**config.mk**
```make
export PLATFORM = sky130hd
export DESIGN_NAME = morse_code_converter_top
export DESIGN_NICKNAME = d
export VERILOG_FILES = /design/src/hdl/mcc_pkg.sv /design/src/hdl/mcc_xlate.sv /design/src/hdl/morse_code_converter_top.sv
export SDC_FILE = /design/constraint.sdc
export NUM_CORES = 1
export LEC_CHECK = 0
export ABC_CLOCK_PERIOD_IN_PS = 4000
export BUFFER_PORTS_ARGS = -buffer_cell sky130_fd_sc_hd__buf_4
export CAP_MARGIN = 40
export CORE_MARGIN = 1.5
export CORE_UTILIZATION = 30
export CTS_CLUSTER_SIZE = 20
export DETAILED_ROUTE_END_ITERATION = 10
export SETUP_SLACK_MARGIN = 0.15
export SLEW_MARGIN = 0
export SYNTH_ARGS = -nofsm -noshare
export SYNTH_HDL_FRONTEND = slang
export SYNTH_SLANG_ARGS = --single-unit
```
**constraint.sdc**
```tcl
create_clock -name clk -period 4 [get_ports clk]
set_input_delay 1.2 -clock clk [delete_from_list [all_inputs] [get_ports clk]]
set_output_delay 1.2 -clock clk [all_outputs]
set_load 0.01 [all_outputs]
```
**src/hdl/mcc_pkg.sv**
```systemverilog
// ----------------------------------------------------------------------------
// mcc_pkg
// shared types, code table and lookups for the morse code converter
// ----------------------------------------------------------------------------
`default_nettype none

package mcc_pkg;

  localparam int NUM_CODES   = 40;
  localparam int MAX_SYMBOLS = 6;

  localparam logic [7:0] CHAR_DOT   = 8'h2E;
  localparam logic [7:0] CHAR_DASH  = 8'h2D;
  localparam logic [7:0] CHAR_SPACE = 8'h20;
  localparam logic [7:0] CHAR_LOW_A = 8'h61;
  localparam logic [7:0] CHAR_LOW_Z = 8'h7A;
  localparam logic [7:0] CASE_FOLD  = 8'h20;

  localparam logic DIR_ENCODE = 1'b0;
  localparam logic DIR_DECODE = 1'b1;

  // apb register map
  localparam int          ADDR_W       = 3;
  localparam logic        REG_DIRECTION = 1'b0;

  // one entry of the code table: bit i of bits is symbol i, 1 = dash
  typedef struct packed {
    logic [7:0] ch;
    logic [5:0] bits;
    logic [2:0] len;
  } code_entry_t;

  // decode state carried from item to item
  typedef struct packed {
    logic [5:0] code_bits;
    logic [2:0] code_length;
    logic       code_overflow;
    logic       prev_was_space;
  } dec_state_t;

  // result burst of one item: len symbols from bits, then the tail byte
  typedef struct packed {
    logic       emit;
    logic [5:0] bits;
    logic [2:0] len;
    logic [7:0] tail;
  } burst_t;

  typedef struct packed {
    logic       found;
    logic [5:0] bits;
    logic [2:0] len;
  } enc_hit_t;

  typedef struct packed {
    logic       found;
    logic [7:0] ch;
  } dec_hit_t;

  localparam code_entry_t CODE_TABLE [NUM_CODES] = '{
    '{8'h41, 6'b000010, 3'd2}, // A
    '{8'h42, 6'b000001, 3'd4}, // B
    '{8'h43, 6'b000101, 3'd4}, // C
    '{8'h44, 6'b000001, 3'd3}, // D
    '{8'h45, 6'b000000, 3'd1}, // E
    '{8'h46, 6'b000100, 3'd4}, // F
    '{8'h47, 6'b000011, 3'd3}, // G
    '{8'h48, 6'b000000, 3'd4}, // H
    '{8'h49, 6'b000000, 3'd2}, // I
    '{8'h4A, 6'b001110, 3'd4}, // J
    '{8'h4B, 6'b000101, 3'd3}, // K
    '{8'h4C, 6'b000010, 3'd4}, // L
    '{8'h4D, 6'b000011, 3'd2}, // M
    '{8'h4E, 6'b000001, 3'd2}, // N
    '{8'h4F, 6'b000111, 3'd3}, // O
    '{8'h50, 6'b000110, 3'd4}, // P
    '{8'h51, 6'b001011, 3'd4}, // Q
    '{8'h52, 6'b000010, 3'd3}, // R
    '{8'h53, 6'b000000, 3'd3}, // S
    '{8'h54, 6'b000001, 3'd1}, // T
    '{8'h55, 6'b000100, 3'd3}, // U
    '{8'h56, 6'b001000, 3'd4}, // V
    '{8'h57, 6'b000110, 3'd3}, // W
    '{8'h58, 6'b001001, 3'd4}, // X
    '{8'h59, 6'b001101, 3'd4}, // Y
    '{8'h5A, 6'b000011, 3'd4}, // Z
    '{8'h30, 6'b011111, 3'd5}, // 0
    '{8'h31, 6'b011110, 3'd5}, // 1
    '{8'h32, 6'b011100, 3'd5}, // 2
    '{8'h33, 6'b011000, 3'd5}, // 3
    '{8'h34, 6'b010000, 3'd5}, // 4
    '{8'h35, 6'b000000, 3'd5}, // 5
    '{8'h36, 6'b000001, 3'd5}, // 6
    '{8'h37, 6'b000011, 3'd5}, // 7
    '{8'h38, 6'b000111, 3'd5}, // 8
    '{8'h39, 6'b001111, 3'd5}, // 9
    '{8'h2E, 6'b101010, 3'd6}, // period
    '{8'h2C, 6'b110011, 3'd6}, // comma
    '{8'h3F, 6'b001100, 3'd6}, // question mark
    '{8'h22, 6'b010010, 3'd6}  // double quote
  };

  // character to code
  function automatic enc_hit_t enc_lookup(input logic [7:0] ch);
    enc_hit_t hit;
    hit = '0;
    for (int i = 0; i < NUM_CODES; i++) begin
      if (!hit.found && CODE_TABLE[i].ch == ch) begin
        hit.found = 1'b1;
        hit.bits  = CODE_TABLE[i].bits;
        hit.len   = CODE_TABLE[i].len;
      end
    end
    return hit;
  endfunction

  // code to character
  function automatic dec_hit_t dec_lookup(input logic [5:0] bits, input logic [2:0] len);
    dec_hit_t hit;
    hit = '0;
    for (int i = 0; i < NUM_CODES; i++) begin
      if (!hit.found && CODE_TABLE[i].bits == bits && CODE_TABLE[i].len == len) begin
        hit.found = 1'b1;
        hit.ch    = CODE_TABLE[i].ch;
      end
    end
    return hit;
  endfunction

endpackage

`default_nettype wire

```
**src/hdl/mcc_xlate.sv**
```systemverilog
// ----------------------------------------------------------------------------
// mcc_xlate
// translates one input byte into a result burst and the next decode state
// ----------------------------------------------------------------------------
`default_nettype none

module mcc_xlate (
  input  wire logic                direction,
  input  wire logic [7:0]          in_char,
  input  wire logic                end_of_text,
  input  wire mcc_pkg::dec_state_t state,
  output mcc_pkg::dec_state_t      state_next,
  output mcc_pkg::burst_t          burst
);
  import mcc_pkg::*;

  logic [7:0] folded;
  enc_hit_t   enc_hit;
  dec_state_t mid;
  logic       pending;
  logic       close_now;
  dec_hit_t   dec_hit;

  // encode side
  always_comb begin
    folded = in_char;
    if (in_char >= CHAR_LOW_A && in_char <= CHAR_LOW_Z) begin
      folded = in_char - CASE_FOLD;
    end
    enc_hit = enc_lookup(folded);
  end

  // decode side: apply the symbol, then close on space or end of text
  assign pending = (state.code_length != 3'd0) || state.code_overflow;
  assign dec_hit = dec_lookup(mid.code_bits, mid.code_length);

  always_comb begin
    mid       = state;
    close_now = 1'b0;
    if (in_char == CHAR_DOT || in_char == CHAR_DASH) begin
      if (state.code_length < 3'(MAX_SYMBOLS)) begin
        if (in_char == CHAR_DASH) begin
          mid.code_bits = state.code_bits | (6'd1 << state.code_length);
        end
        mid.code_length = state.code_length + 3'd1;
      end else begin
        mid.code_overflow = 1'b1;
      end
      mid.prev_was_space = 1'b0;
    end else if (in_char == CHAR_SPACE) begin
      if (pending) begin
        close_now = 1'b1;
      end
    end else begin
      mid.code_overflow  = 1'b1;
      mid.prev_was_space = 1'b0;
    end
    if (end_of_text && (mid.code_length != 3'd0 || mid.code_overflow)) begin
      close_now = 1'b1;
    end
  end

  always_comb begin
    burst      = '0;
    state_next = state;
    if (direction == DIR_ENCODE) begin
      if (folded == CHAR_SPACE) begin
        burst.emit = 1'b1;
        burst.tail = CHAR_SPACE;
      end else if (enc_hit.found) begin
        burst.emit = 1'b1;
        burst.bits = enc_hit.bits;
        burst.len  = enc_hit.len;
        burst.tail = CHAR_SPACE;
      end
    end else begin
      state_next = mid;
      if (close_now) begin
        // one lookup serves both a closing space and an end-of-text flush
        if (!mid.code_overflow && mid.code_length != 3'd0 && dec_hit.found) begin
          burst.emit = 1'b1;
          burst.tail = dec_hit.ch;
        end
        state_next.code_bits     = '0;
        state_next.code_length   = '0;
        state_next.code_overflow = 1'b0;
        state_next.prev_was_space = 1'b1;
      end else if (in_char == CHAR_SPACE) begin
        // space with no code pending: every second one is a word gap
        if (state.prev_was_space) begin
          burst.emit = 1'b1;
          burst.tail = CHAR_SPACE;
          state_next.prev_was_space = 1'b0;
        end else begin
          state_next.prev_was_space = 1'b1;
        end
      end
      if (end_of_text) begin
        state_next = '0;
      end
    end
  end

endmodule

`default_nettype wire

```
**src/hdl/morse_code_converter_top.sv**
```systemverilog
// ----------------------------------------------------------------------------
// morse_code_converter_top
// ascii text to international morse and back, one input byte per request
// ----------------------------------------------------------------------------
// the accepted item's burst is held in the burst stage and moved byte by byte
// into the output register; an item gives len+1 result bytes (up to 7 for a
//   6-symbol character, 1 for decode), one byte per cycle unless the output stalls
// items that produce nothing leave the output untouched
// reset: synchronous, clears direction, decode state and both stages
// ----------------------------------------------------------------------------
`default_nettype none

module morse_code_converter_top (
  input  wire logic                       clk,
  input  wire logic                       rst,
  // apb configuration port
  input  wire logic                       psel,
  input  wire logic                       penable,
  input  wire logic                       pwrite,
  input  wire logic [mcc_pkg::ADDR_W-1:0] paddr,
  input  wire logic [31:0]                pwdata,
  output logic      [31:0]                prdata,
  output logic                            pready,
  // input stream
  input  wire logic                       s_axis_tvalid,
  output logic                            s_axis_tready,
  input  wire logic [7:0]                 s_axis_tdata,   // [7:0] in_char
  input  wire logic                       s_axis_tlast,   // end_of_text
  // result stream
  output logic                            m_axis_tvalid,
  input  wire logic                       m_axis_tready,
  output logic      [7:0]                 m_axis_tdata,   // [7:0] out_char
  output logic                            m_axis_tlast    // last
);
  import mcc_pkg::*;

  // configuration
  logic       direction;
  logic       reg_hit;

  // decode state
  dec_state_t dec_state;
  dec_state_t dec_state_next;

  // burst stage: holds the result burst of the accepted item
  burst_t     new_burst;
  logic       b_valid;
  logic [5:0] b_bits;
  logic [2:0] b_len;
  logic [7:0] b_tail;
  logic [5:0] b_shifted;
  logic [2:0] b_idx;
  logic       b_last;
  logic [7:0] b_char;

  // handshake terms
  logic       in_fire;
  logic       out_load;
  logic       b_done;

  // ---------------------------------------------------------------------------
  // apb: always ready, register selected by the word address
  // ---------------------------------------------------------------------------
  assign pready  = 1'b1;
  assign reg_hit = (paddr[ADDR_W-1] == REG_DIRECTION);
  assign prdata  = reg_hit ? {31'd0, direction} : 32'd0;

  always_ff @(posedge clk) begin
    if (rst) begin
      direction <= DIR_ENCODE;
    end else if (psel && penable && pwrite && pready && reg_hit) begin
      direction <= pwdata[0];
    end
  end

  // ---------------------------------------------------------------------------
  // translation of one input byte
  // ---------------------------------------------------------------------------
  mcc_xlate u_xlate (
    .direction   (direction),
    .in_char     (s_axis_tdata),
    .end_of_text (s_axis_tlast),
    .state       (dec_state),
    .state_next  (dec_state_next),
    .burst       (new_burst)
  );

  // ---------------------------------------------------------------------------
  // serializer: symbols first, tail byte closes the burst
  // ---------------------------------------------------------------------------
  assign b_shifted = b_bits >> b_idx;
  assign b_last    = (b_idx == b_len);
  assign b_char    = b_last ? b_tail : (b_shifted[0] ? CHAR_DASH : CHAR_DOT);

  // the output register takes a byte whenever it is free or being drained
  assign out_load  = b_valid && (!m_axis_tvalid || m_axis_tready);
  assign b_done    = out_load && b_last;

  // next request is taken as soon as the current burst hands over its last byte
  assign s_axis_tready = !b_valid || b_done;
  assign in_fire       = s_axis_tvalid && s_axis_tready;

  always_ff @(posedge clk) begin
    if (rst) begin
      dec_state <= '0;
      b_valid   <= 1'b0;
      b_idx     <= '0;
    end else begin
      if (in_fire) begin
        dec_state <= dec_state_next;
      end
      if (in_fire && new_burst.emit) begin
        b_valid <= 1'b1;
        b_idx   <= '0;
      end else if (b_done) begin
        b_valid <= 1'b0;
      end else if (out_load) begin
        b_idx   <= b_idx + 3'd1;
      end
    end
  end

  // burst payload, no reset needed
  always_ff @(posedge clk) begin
    if (in_fire && new_burst.emit) begin
      b_bits <= new_burst.bits;
      b_len  <= new_burst.len;
      b_tail <= new_burst.tail;
    end
  end

  // ---------------------------------------------------------------------------
  // output register
  // ---------------------------------------------------------------------------
  always_ff @(posedge clk) begin
    if (rst) begin
      m_axis_tvalid <= 1'b0;
    end else if (out_load) begin
      m_axis_tvalid <= 1'b1;
    end else if (m_axis_tready) begin
      m_axis_tvalid <= 1'b0;
    end
  end

  always_ff @(posedge clk) begin
    if (out_load) begin
      m_axis_tdata <= b_char;
      m_axis_tlast <= b_last;
    end
  end

  // ---------------------------------------------------------------------------
  // assertions
  // ---------------------------------------------------------------------------
  // input stalls only while a burst is still being serialized
  a_stall_has_burst: assert property (@(posedge clk) disable iff (rst)
    !s_axis_tready |-> b_valid)
    else $error("input stalled with no burst pending");

  // serializer index never runs past the tail byte
  a_idx_bound: assert property (@(posedge clk) disable iff (rst)
    b_valid |-> (b_idx <= b_len))
    else $error("burst index beyond tail");

  // pending code never grows past six symbols
  a_code_len: assert property (@(posedge clk) disable iff (rst)
    dec_state.code_length <= 3'(MAX_SYMBOLS))
    else $error("code length overflow");

  // encode requests leave the decode state alone
  a_enc_keeps_state: assert property (@(posedge clk) disable iff (rst)
    (in_fire && direction == DIR_ENCODE) |=> $stable(dec_state))
    else $error("encode request changed decode state");

  // a burst's last byte is followed by a new burst or an empty stage
  a_done_clears: assert property (@(posedge clk) disable iff (rst)
    (b_done && !in_fire) |=> !b_valid)
    else $error("burst stage not released after last byte");

endmodule

`default_nettype wire

```
# Yosys cells after proc, flatten, opt, wreduce, memory -nomap -nowiden
# Cells that the tools add are included.
# Widths: inputs -> output; s select.
[op_classes]
addsub = 3
magnitude_cmp = 3
shift = 2
mul = 0
bitwise = 4
n_div = 0
reduce_logical = 227
n_eq_ne = 73
n_mux = 116
[ops]
columns = ["op", "n"]
rows = [
  ["$mux 10", 41],
  ["$mux 9", 42],
  ["$eq 7x8->1 const A", 26],
  ["$logic_and 1x1->1", 129],
  ["$eq 6x8->1 const A", 14],
  ["$logic_not 1->1", 81],
  ["$mux 8", 7],
  ["$eq 4x6->1 const A", 7],
  ["$eq 5x6->1 const A", 6],
  ["$eq 8x6->1 const B", 4],
  ["$eq 3x6->1 const A", 4],
  ["$mux 1", 19],
  ["$mux 18", 1],
  ["$eq 2x6->1 const A", 2],
  ["$eq 6x6->1 const A", 2],
  ["$mux 6", 2],
  ["$mux 11", 1],
  ["$eq 3x3->1 const A", 3],
  ["$ge 8x7->1 const B", 1],
  ["$le 8x7->1 const B", 1],
  ["$sub 8x6->8 const B", 1],
  ["$reduce_or 7->1", 1],
  ["$add 3x1->3 const B", 2],
  ["$eq 1x6->1 const A", 1],
  ["18 further kinds", 30],
]
[word_totals]
ram_bits = 0
wordCells = 444
n_memories = 0
regBits = 43
latch_bits = 0
rom_bits = 0

# Longest topological paths before layout
# Gate-level depths: netlist (run 1).
[logic_depth]
ltp_word = 170
mapped_depth = 12
mapped_depth_nobuf = 11

# Hierarchy
# From an unflattened synthesis (run 1), not the netlist that was laid out.
[unflattened]
hier_cells = 561
hier_area_um2 = 4394.2
[by_module_without_submodules]
columns = ["mod", "area_per_inst_um2", "instances", "seq_area_each_um2", "cells_each"]
rows = [
  ["mcc_xlate", 2459.9, 1, 0.0, 401],
  ["morse_code_converter_top", 1934.4, 1, 1121.1, 160],
]

# Worst setup path before layout (run 1)
# Ideal clock, no wire load.
[synth_timing]
path_type = "in2reg"
from = "in s_axis_tdata[4]"
to = "reg b_bits[0], enable pin"
cell_stages = 10
setup_time_ps = 374
arrival_ps = 3882
setup_slack_ps = -256
path_buffers = 1
path_cell_list = "buf_6 or4b_4 nor4_4 a22oi_2 or3_4 o22ai_2 or4_4 nor3_4 o21ai_2 and2_1"
[synth_between]
elab_chain_len = 168
elab_cells_between_ends = 376
cone_classes = "add/sub: 1; order compare: 2; eq/ne: 72; mux: 95; reduce/logical: 206"
[synth_rtl]
columns = ["item", "line", "source"]
rows = [
  ["start, declared", "morse_code_converter_top.sv:27", "input wire logic [7:0] s_axis_tdata,"],
  ["$eq 8x6->1", "mcc_xlate.sv:40, mcc_xlate.sv:42", ""],
  ["$mux 6", "mcc_xlate.sv:42", "if (in_char == CHAR_DASH) begin"],
  ["$mux 9", "mcc_xlate.sv:41", "if (state.code_length < 3'(MAX_SYMBOLS)) begin"],
  ["$mux 9", "mcc_xlate.sv:40", "if (in_char == CHAR_DOT || in_char == CHAR_DASH) begin"],
  ["$eq 2x6->1", "mcc_pkg.sv:122", "if (!hit.found && CODE_TABLE[i].bits == bits && CODE_TABLE[i].len == len) begin"],
  ["$logic_and 1x1->1", "mcc_pkg.sv:122", ""],
  ["$mux 9", "mcc_pkg.sv:122", ""],
  ["$logic_not 1->1", "mcc_pkg.sv:122", ""],
  ["[151 not listed]", "n/a", ""],
  ["$logic_not 1->1", "mcc_pkg.sv:122", ""],
  ["$logic_and 1x1->1 (2 in series)", "mcc_pkg.sv:122", ""],
  ["$mux 9", "mcc_pkg.sv:122", ""],
  ["$logic_and 1x1->1", "mcc_xlate.sv:80", "if (!mid.code_overflow && mid.code_length != 3'd0 && dec_hit.found) begin"],
  ["$mux 1", "mcc_xlate.sv:80", ""],
  ["$mux 1", "mcc_xlate.sv:78", "if (close_now) begin"],
  ["$mux 1 *", "mcc_xlate.sv:66", "if (direction == DIR_ENCODE) begin"],
  ["$logic_and 1x1->1 *", "morse_code_converter_top.sv:125", "if (in_fire && new_burst.emit) begin"],
  ["end signal, assigned", "morse_code_converter_top.sv:126", "b_bits <= new_burst.bits;"],
  ["end, declared", "morse_code_converter_top.sv:48", "logic [5:0] b_bits;"],
]
# Every way passes the cells marked *; elsewhere a longest branch is shown, timed or not.
# A chain may end at the register's enable or synchronous reset.

==> qor.csv, run 1 <==
metric;value;unit
status;finished clean;
Slew @ Worst Pin;0.6480;ns
synth cell count leaders;nor2_1 (58), nand2_1 (46), buf_4 (35);
chip width;118.5;um
mean post-synth cell area;7.978;um2
Final HPWL DP;8.928;mm
Core Area;0.01314;mm2
initial core utilization;0.3049;
Tcrit/Tclk final;0.9628;
power per cell area;225.2;mW/mm2
Clock Tree Buf Depth;2;
total clock sinks;41;
initial antenna violation count;0;
count leader, synth;nor2_1;
vias per cell;5.367;
crit path DAT;3.88;ns
share of cells above drive strength 1;0.2879;
register area share after synthesis;0.2649;
Critical Path, Cell by Cell;buf_4, or4b_4, o41ai_4, o21ai_1, buf_4, nand2_2, buf_4, o22ai_2, or4_4, nor3_4, buf_4, or2_1, o21ai_1;
Worst VDD drop;0.0001667;V
initial drt markers;481;
DRT Pass-1 Iters;5;
Synth warnings;0;
critical path capture point type;flop;
fin util;0.3934;
total wire length;11.74;mm
Distinct cells, synth;78;
Top Ports;95;
die height;118.5;um
critical path launch point type;primary input;
Final Hold Vio Count;0;
Cells after Synth;502;
number of H-tree levels;2;
# rows;42;
clock-pin slew on the worst setup and hold paths;0.07;ns
Routability Congestion;0.9638;
Final Power;1164;uW
WP data required;4.03;ns
vias in the first global route;3907;
RSZ-0062 raised after global routing;yes;
max_slew headroom;0.5664;
crit path kind;in2reg;
final std cells w/o fill;777;
Post-synth EDFFs;24;
Total GRT Usage;0.1620;
CP peak stage delay;0.55;ns
dominant cell type by count on the critical path;buf_4;
largest net degree at the start of global routing;36;
die area;0.01405;mm2
# nets final;659;
WL/cell;15.10;um
Worst path slowest cell;or4b_4;
drc violations;0;
endpoints failing setup;0;
Yosys reg bits;41;
final clock skew;0.01087;ns
PortBufs;28;
f_max;259.7;MHz
area grow syn2layout;29.05;%
Mapped Area;0.004005;mm2
gr ovfl total;0;
CTS root buffer;clkbuf_16;
Main synth FF type;edfxtp_1;
cell leakage power;0.002019;uW
CP max FO;4;
Yosys top cell area share;0.1799;
first-pass GRT wire length;18.96;mm
cts bufs inserted;5;
synth top area cells;edfxtp_1 (18%), dfxtp_1 (8.5%), buf_4 (6.6%);
Post-DRT Antenna Nets;0;
Yosys top cell by area;edfxtp_1;
FFs w/ async S/R, synth;0;
antenna diode count;0;
vias;4170;
Clock Latency Late Sink;0.28;ns
Layout fillers;1325;
max cap viols;0;
placed cell count;762;
setup TNS;0;ns
fin crit period;3.851;ns
Final Max Tran Viols;0;
Hold Crit Class;reg2reg;
CTS tree;built;
report_power, final:
| group | internal (uW) | total [uW] | switching [uW] |
|---|---|---|---|
| Sequential | 454 | 458 | 3.81 |
| Combinational | 69.5 | 175 | 106 |
| Clock | 357 | 531 | 174 |
| Total | 880 | 1160 | 284 |
timing repair:
action	CTS	global route
hold buffers	0	0
gates resized for setup	1	18
gates cloned	0	1
setup endpoints to repair	16	24
pin swaps	0	11
buffers inserted	0	6
sequential cells by signal, summed over array words and instances (netlist names):
signal	cells
b_bits	6
m_axis_tlast	1
direction	1
m_axis_tdata	7
dec_state	11
b_idx	3
b_len	3
m_axis_tvalid	1
b_valid	1
b_tail	7
through the flow:
stage               hold slack, ns  area [um2]  setup WS [ns]
CTS                         0.4634        5027         0.1513
detailed placement          0.4534        4836        -0.1464
finish                      0.4656        5169         0.1488
floorplan                   0.4343        4134         0.1066
global placement            0.4461        4836        -0.1554
global route                0.5124        5169        0.08667
area by class of cell:
cell class	instances	area [um2]	area share
multi-input cells	418	2713	0.5248
flip-flops and latches	41	1061	0.2053
repair buffers	121	935.9	0.1811
well taps	176	220.2	0.04260
clock buffers	5	125.1	0.02421
clock inverters	3	65.06	0.01259
inverters	13	48.80	0.009441
routing by layer:
metal,wire length [um],part of all wire,track usage,vias to the layer above
met5,0,0,0,-
met4,158,0.013,0.04066,0
met3,643,0.055,0.02172,14
met2,5615,0.48,0.2722,150
met1,5319,0.45,0.2196,1975
li1,-,-,-,2031
layout by cell type, fill, tap and decap left out, drive strengths merged, types with 9 or more instances in the layout:
master	count
buf	121
nor2	58
nand2	46
a21oi	33
conb	33
o21ai	26
edfxtp	24
nor3	24
dfxtp	17
inv	13
nand3	12
a31oi	11
and2	10
nand2b	9
nor2b	9
a22oi	9
a211oi	9
a41oi	9
cell families after synthesis:
family,after synthesis,synth area share
and+or+nand+nor,203,0.2621
AOI/OAI and AO/OA,161,0.3055
buffers and inverters,75,0.1097
DFF,41,0.2649
adders and majority gates,8,0.02499
xor gates and xnor gates,7,0.01531
muxes,5,0.01562
other,2,0.001875
worst paths after layout:
| kind | start | to | slack, ns | cells past startpoint |
|---|---|---|---|---|
| setup / recovery | s_axis_tdata[7] | b_tail[5] | 0.15 | 13 |
| hold / removal | b_valid | m_axis_tvalid | 0.47 | 2 |
| setup reg to reg | dec_state[2] | b_tail[5] | 0.41 | 13 |
| hold reg to reg | b_valid | m_axis_tvalid | 0.47 | 2 |
worst max-delay path, delay by kind of cell:
kind / cells / cell delay [ns]
compound gates: 4 / 0.62
buf+inv: 4 / 0.58
simple gates: 5 / 1.48
No activity file was read; power rests on OpenSTA's default activity.
==> run 2, diff against run 1 <==
--- a/config.mk
+++ b/config.mk
@@ -8,11 +8,11 @@
 export ABC_CLOCK_PERIOD_IN_PS = 4000
 export BUFFER_PORTS_ARGS = -buffer_cell sky130_fd_sc_hd__buf_4
 export CAP_MARGIN = 40
-export CORE_MARGIN = 1.5
+export CORE_MARGIN = 2
 export CORE_UTILIZATION = 30
 export CTS_CLUSTER_SIZE = 20
 export DETAILED_ROUTE_END_ITERATION = 10
-export SETUP_SLACK_MARGIN = 0.15
+export GPL_TIMING_DRIVEN = 1
 export SLEW_MARGIN = 0
 export SYNTH_ARGS = -nofsm -noshare
 export SYNTH_HDL_FRONTEND = slang
==> qor.csv, run 2 (same netlist as run 1, synthesis figures left out) <==
metric;value;unit;change
WP data required;4.03;ns;about the same
largest net degree at the start of global routing;36;;unchanged
drc violations;0;;unchanged
Resize count post-CTS;0;;-1
initial drt markers;396;;-18%
WL/cell;14.91;um;-1.3%
clock-pin slew on the worst setup and hold paths;0.06;ns;about the same
chip width;119.5;um;+0.84%
R2R cell count;11;;-2
Worst path top cell family by delay;simple AND/OR/NAND/NOR gates;;
flop2flop setup slack;0.48;ns;+0.07 ns
Final HPWL DP;8.513;mm;-4.6%
Multi-input gate area;0.002624;mm2;-3.3%
met3 usage;0.02329;;+0.001571
RSZ-0062 raised after global routing;no;;
max cap viols;0;;unchanged
CP startpoint;s_axis_tdata[4];;
most frequent cells in the layout;buf_4 (84), nor2_1 (58), nand2_1 (46), a21oi_1 (33), conb_1 (33);;
Hold Crit Class;reg2reg;;
max_slew headroom;0.5949;;+0.02848
cts bufs inserted;5;;unchanged
RR Startpoint;dec_state[2];;
Slew @ Worst Pin;0.6054;ns;-0.04257 ns
# nets final;623;;-5.5%
Final Power;1081;uW;-7.1%
hold path startpoint;b_valid;;
Top Ports;95;;unchanged
status;finished clean;;
Total GRT Usage;0.1522;;-0.009800
power per cell area;225.5;mW/mm2;+0.11%
Worst VDD drop;0.0001466;V;-12%
WHS Endpoint;m_axis_tvalid;;
Worst path slowest cell;or4b_4;;
register area;0.001061;mm2;unchanged
die height;119.5;um;+0.84%
Tcrit/Tclk final;0.9604;;-0.002354
vias;4085;;-2.0%
Most Crowded Layer GR;met2;;
Final Max Tran Viols;0;;unchanged
crit path kind;in2reg;;
Final Hold Vio Count;0;;unchanged
post-CTS setup buffers;0;;unchanged
critical path capture point type;flop;;
Clock Tree Buf Depth;2;;unchanged
pre-CTS WS;-0.1075;ns;+0.03897 ns
Worst Setup Slack, final;0.1582;ns;+0.009418 ns
dominant cell type by count on the critical path;buf_4;;
fin crit period;3.842;ns;-0.009418 ns
setup TNS;0;ns;unchanged
GR met2 Demand/Resource;0.2600;;-0.01217
f_max;260.3;MHz;+0.25%
Critical Path, Cell by Cell;buf_4, or4b_4, o41ai_4, o21ai_1, buf_4, nand2_1, o22ai_1, a2111o_1, nor3_4, o21ai_2, and2_4;;
final clock skew;0.003965;ns;-0.006909 ns
gr ovfl total;0;;unchanged
endpoints failing setup;0;;unchanged
biggest regs;dec_state x11, b_tail x7, m_axis_tdata x7;;
cell leakage power;0.001811;uW;-10%
hold path cells;2;;unchanged
crit path DAT;3.87;ns;about the same
Post-DRT Antenna Nets;0;;unchanged
max reg flops;11;;unchanged
total clock sinks;41;;unchanged
reg-to-reg endpoint;b_tail[1];;
Top reg by flops;dec_state;;
vias in the first global route;3615;;-7.5%
worst path bufs/invs;2;;-2
final std cells w/o fill;741;;-4.6%
Core Area;0.01314;mm2;unchanged
number of H-tree levels;2;;unchanged
antenna diode count;0;;unchanged
PortBufs;28;;unchanged
initial core utilization;0.3049;;unchanged
quantity of hold-fixing buffers added after cts;0;;unchanged
Clock Latency Late Sink;0.28;ns;about the same
# rows;42;;unchanged
vias per cell;5.513;;+2.7%
first-pass GRT wire length;17.96;mm;-5.3%
initial antenna violation count;0;;unchanged
CTS tree;built;;
DRT Pass-1 Iters;5;;unchanged
placed cell count;733;;-3.8%
CTS root buffer;clkbuf_16;;
share of cells above drive strength 1;0.2212;;-0.06661
Routability Congestion;0.9460;;-1.8%
met1 Use GR;0.2027;;-0.01693
critical path launch point type;primary input;;
die area;0.01429;mm2;+1.7%
Layout fillers;1360;;+2.6%
CP max FO;16;;+12
area grow syn2layout;19.74;%;
CP peak stage delay;0.58;ns;+0.03 ns
total wire length;11.05;mm;-5.9%
final hold slack;0.4646;ns;-0.0009850 ns
most common cell after layout, fill and taps aside;buf_4;;
==> run 2: layer usage <==
| metal | routed length, um | part of all wire |
|---|---|---|
| met1 | 4923 | 0.45 |
| met2 | 5067 | 0.46 |
| met3 | 818 | 0.074 |
| met4 | 235 | 0.021 |
| met5 | 0 | 0 |
==> run 2: power breakdown <==
group | internal, uW | switching [uW]
registers | 454 | 3.76
clock network | 295 | 164
logic | 61.5 | 103
total | 811 | 271
==> run 2: worst max path at each step <==
stage                            to  slack, ns  cells after the start
final                     b_tail[1]       0.16                     11
after global routing      b_tail[2]       0.04                     11
after CTS                 b_tail[4]       0.18                     11
after detailed placement  b_tail[4]      -0.11                     11
after global placement    b_bits[0]      -0.06                     11
after floorplan           b_bits[0]       0.07                     11
==> run 2: cell type report <==
| cell class | count | share of cell area |
|---|---|---|
| inverters | 13 | 0.01017 |
| repair buffers | 86 | 0.1398 |
| flip-flops and latches | 41 | 0.2212 |
| multi-input cells | 417 | 0.5471 |
| clock buffers | 5 | 0.02609 |
| clock inverters | 3 | 0.009653 |
| well taps | 176 | 0.04592 |
==> run 2: through the flow <==
stage | area, um2 | utilization
floorplan | 4124 | -
global placement | 4624 | 0.3520
detailed placement | 4624 | 0.3520
CTS | 4796 | 0.3650
global route | 4796 | 0.3650
finish | 4796 | 0.3650
==> run 2: worst min-delay path: stages (launching register included) <==
cell,delay [ns]
dfxtp_1,0.31
inv_1,0.05
a21oi_1,0.05
==> run 3, diff against run 2 <==
--- a/config.mk
+++ b/config.mk
@@ -8,7 +8,7 @@
 export ABC_CLOCK_PERIOD_IN_PS = 4000
 export BUFFER_PORTS_ARGS = -buffer_cell sky130_fd_sc_hd__buf_4
 export CAP_MARGIN = 40
-export CORE_MARGIN = 2
+export CORE_MARGIN = 4
 export CORE_UTILIZATION = 30
 export CTS_CLUSTER_SIZE = 20
 export DETAILED_ROUTE_END_ITERATION = 10
==> qor.csv, run 3 (same netlist as run 1, synthesis figures left out) <==
metric;value;unit;change
Hold Crit Class;reg2reg;;
worst path bufs/invs;2;;unchanged
max cap viols;0;;unchanged
Top reg by flops;dec_state;;
Worst VDD drop;0.0001518;V;+3.6%
DRT Pass-1 Iters;5;;unchanged
WL met2;5.132;mm;+1.3%
Worst path slowest cell;or4b_4;;
crit path kind;in2reg;;
Clock Tree Buf Depth;2;;unchanged
total wire length;10.90;mm;-1.3%
WP data required;4.00;ns;-0.03 ns
most frequent cells in the layout;buf_4 (86), nor2_1 (58), nand2_1 (46), a21oi_1 (33), conb_1 (33);;
final std cells w/o fill;739;;-0.27%
placed cell count;731;;-0.27%
area grow syn2layout;19.99;%;
cts bufs inserted;5;;unchanged
Core Area;0.01282;mm2;-2.4%
clock-pin slew on the worst setup and hold paths;0.06;ns;about the same
CP max FO;5;;-11
DR top layer;met4;;
# nets final;625;;+0.32%
power per cell area;224.2;mW/mm2;-0.58%
pre-CTS WS;-0.09323;ns;+0.01423 ns
Total GRT Usage;0.1407;;-0.01144
CTS tree;built;;
RSZ-0062 raised after global routing;no;;
Clock Latency Late Sink;0.28;ns;about the same
first-pass GRT wire length;17.59;mm;-2.1%
die area;0.01526;mm2;+6.8%
critical path capture point type;flop;;
CTS root buffer;clkbuf_16;;
total clock sinks;41;;unchanged
Critical Path, Cell by Cell;buf_4, or4b_4, o41ai_4, o21ai_1, buf_4, a32oi_1, nor2_1, or4_4, nor2_1, a41o_1, a41oi_1;;
chip width;123.5;um;+3.3%
Routability Congestion;0.9054;;-4.3%
cell leakage power;0.001820;uW;+0.48%
max_slew headroom;0.5863;;-0.008621
Layout fillers;1332;;-2.1%
Slew @ Worst Pin;0.6183;ns;+0.01288 ns
# rows;41;;-2.4%
fin util;0.3747;;+0.009684
CP peak stage delay;0.58;ns;about the same
status;finished clean;;
vias;4038;;-1.2%
M1 WL;4.706;mm;-4.4%
Worst Setup Slack, final;0.1929;ns;+0.03463 ns
f_max;262.7;MHz;+0.91%
initial core utilization;0.3123;;+0.007436
number of H-tree levels;2;;unchanged
initial drt markers;418;;+5.6%
post-CTS setup buffers;0;;unchanged
max reg flops;11;;unchanged
antenna diode count;0;;unchanged
quantity of hold-fixing buffers added after cts;0;;unchanged
Post-DRT Antenna Nets;0;;unchanged
share of cells above drive strength 1;0.2240;;+0.002747
largest net degree at the start of global routing;36;;unchanged
fin crit period;3.807;ns;-0.03463 ns
biggest regs;dec_state x11, b_tail x7, m_axis_tdata x7;;
endpoints failing setup;0;;unchanged
initial antenna violation count;0;;unchanged
vias in the first global route;3637;;+0.61%
critical path launch point type;primary input;;
most common cell after layout, fill and taps aside;buf_4;;
PortBufs;28;;unchanged
drc violations;0;;unchanged
Final Cell Area;0.004806;mm2;+0.21%
vias per cell;5.464;;-0.88%
Final HPWL DP;8.508;mm;about the same
Worst path top cell family by delay;simple AND/OR/NAND/NOR gates;;
crit path DAT;3.80;ns;-0.07 ns
final clock skew;0.006997;ns;+0.003032 ns
Top Ports;95;;unchanged
met3 wire length;914;um;+12%
WL/cell;14.74;um;-1.1%
setup TNS;0;ns;unchanged
gr ovfl total;0;;unchanged
placed inst area;0.004634;mm2;+0.22%
Final Max Tran Viols;0;;unchanged
die height;123.5;um;+3.3%
Tcrit/Tclk final;0.9518;;-0.008659
Final Hold Vio Count;0;;unchanged
run 3: cell types whose count changed in the layout (fill, tap and decap cells not counted):
| cell | delta |
|---|---|
| buf_4 | +2 |
| o21ai_0 | -1 |
| o21ai_1 | +1 |
run 3: layout make-up:
cell class | count | area (um2) | share of cell area
inverter | 13 | 48.80 | 0.01015
tap | 172 | 215.2 | 0.04478
clock inverter | 3 | 46.29 | 0.009633
multi-input combinational | 417 | 2624 | 0.5460
timing repair buffer | 88 | 685.7 | 0.1427
sequential | 41 | 1061 | 0.2208
clock buffer | 5 | 125.1 | 0.02603
run 3: per-layer routing:
metal / GRT usage / up-vias
met4: 0.02907 / 0
li1: - / 1953
met1: 0.1888 / 1864
met3: 0.02516 / 18
met2: 0.2372 / 203
met5: 0 / -
run 3: metrics by stage:
stage	power, uW	hold WS, ns
after floorplan	600.1	0.4343
after global placement	626.1	0.4417
after detailed placement	629.0	0.4621
after CTS	1086	0.4650
after global routing	1122	0.4820
final	1077	0.4581
run 3: worst register-to-register path, cell delays in order, from the launching register on:
cell and delay (ns):
dfxtp_1 0.45, inv_1 0.23, ha_1 0.28, nor2b_1 0.45
a31o_2 0.33, nor2_1 0.12, a32oi_1 0.24, nor2_1 0.09
or4_4 0.53, nor2_1 0.18, a41o_1 0.28, a41oi_1 0.08
run 3: timing repair:
| item | CTS | global route |
|---|---|---|
| setup endpoints to repair | 0 | 2 |
| hold endpoints to repair | 0 | 0 |
| resized for setup | 0 | 1 |
run 3: path summary, 6_finish.rpt:
path	start	endpoint	slack, ns	cells after the start
min reg2reg	b_valid	m_axis_tvalid	0.46	2
max	s_axis_tdata[4]	b_tail[3]	0.19	11
max reg2reg	dec_state[2]	b_tail[3]	0.48	11
min	b_valid	m_axis_tvalid	0.46	2
run 3: where the power goes:
| part | internal (uW) | switching [uW] | total, uW |
|---|---|---|---|
| combinational | 61.2 | 103 | 164 |
| clock | 295 | 160 | 455 |
| sequential | 454 | 3.73 | 458 |
| total | 810 | 267 | 1080 |
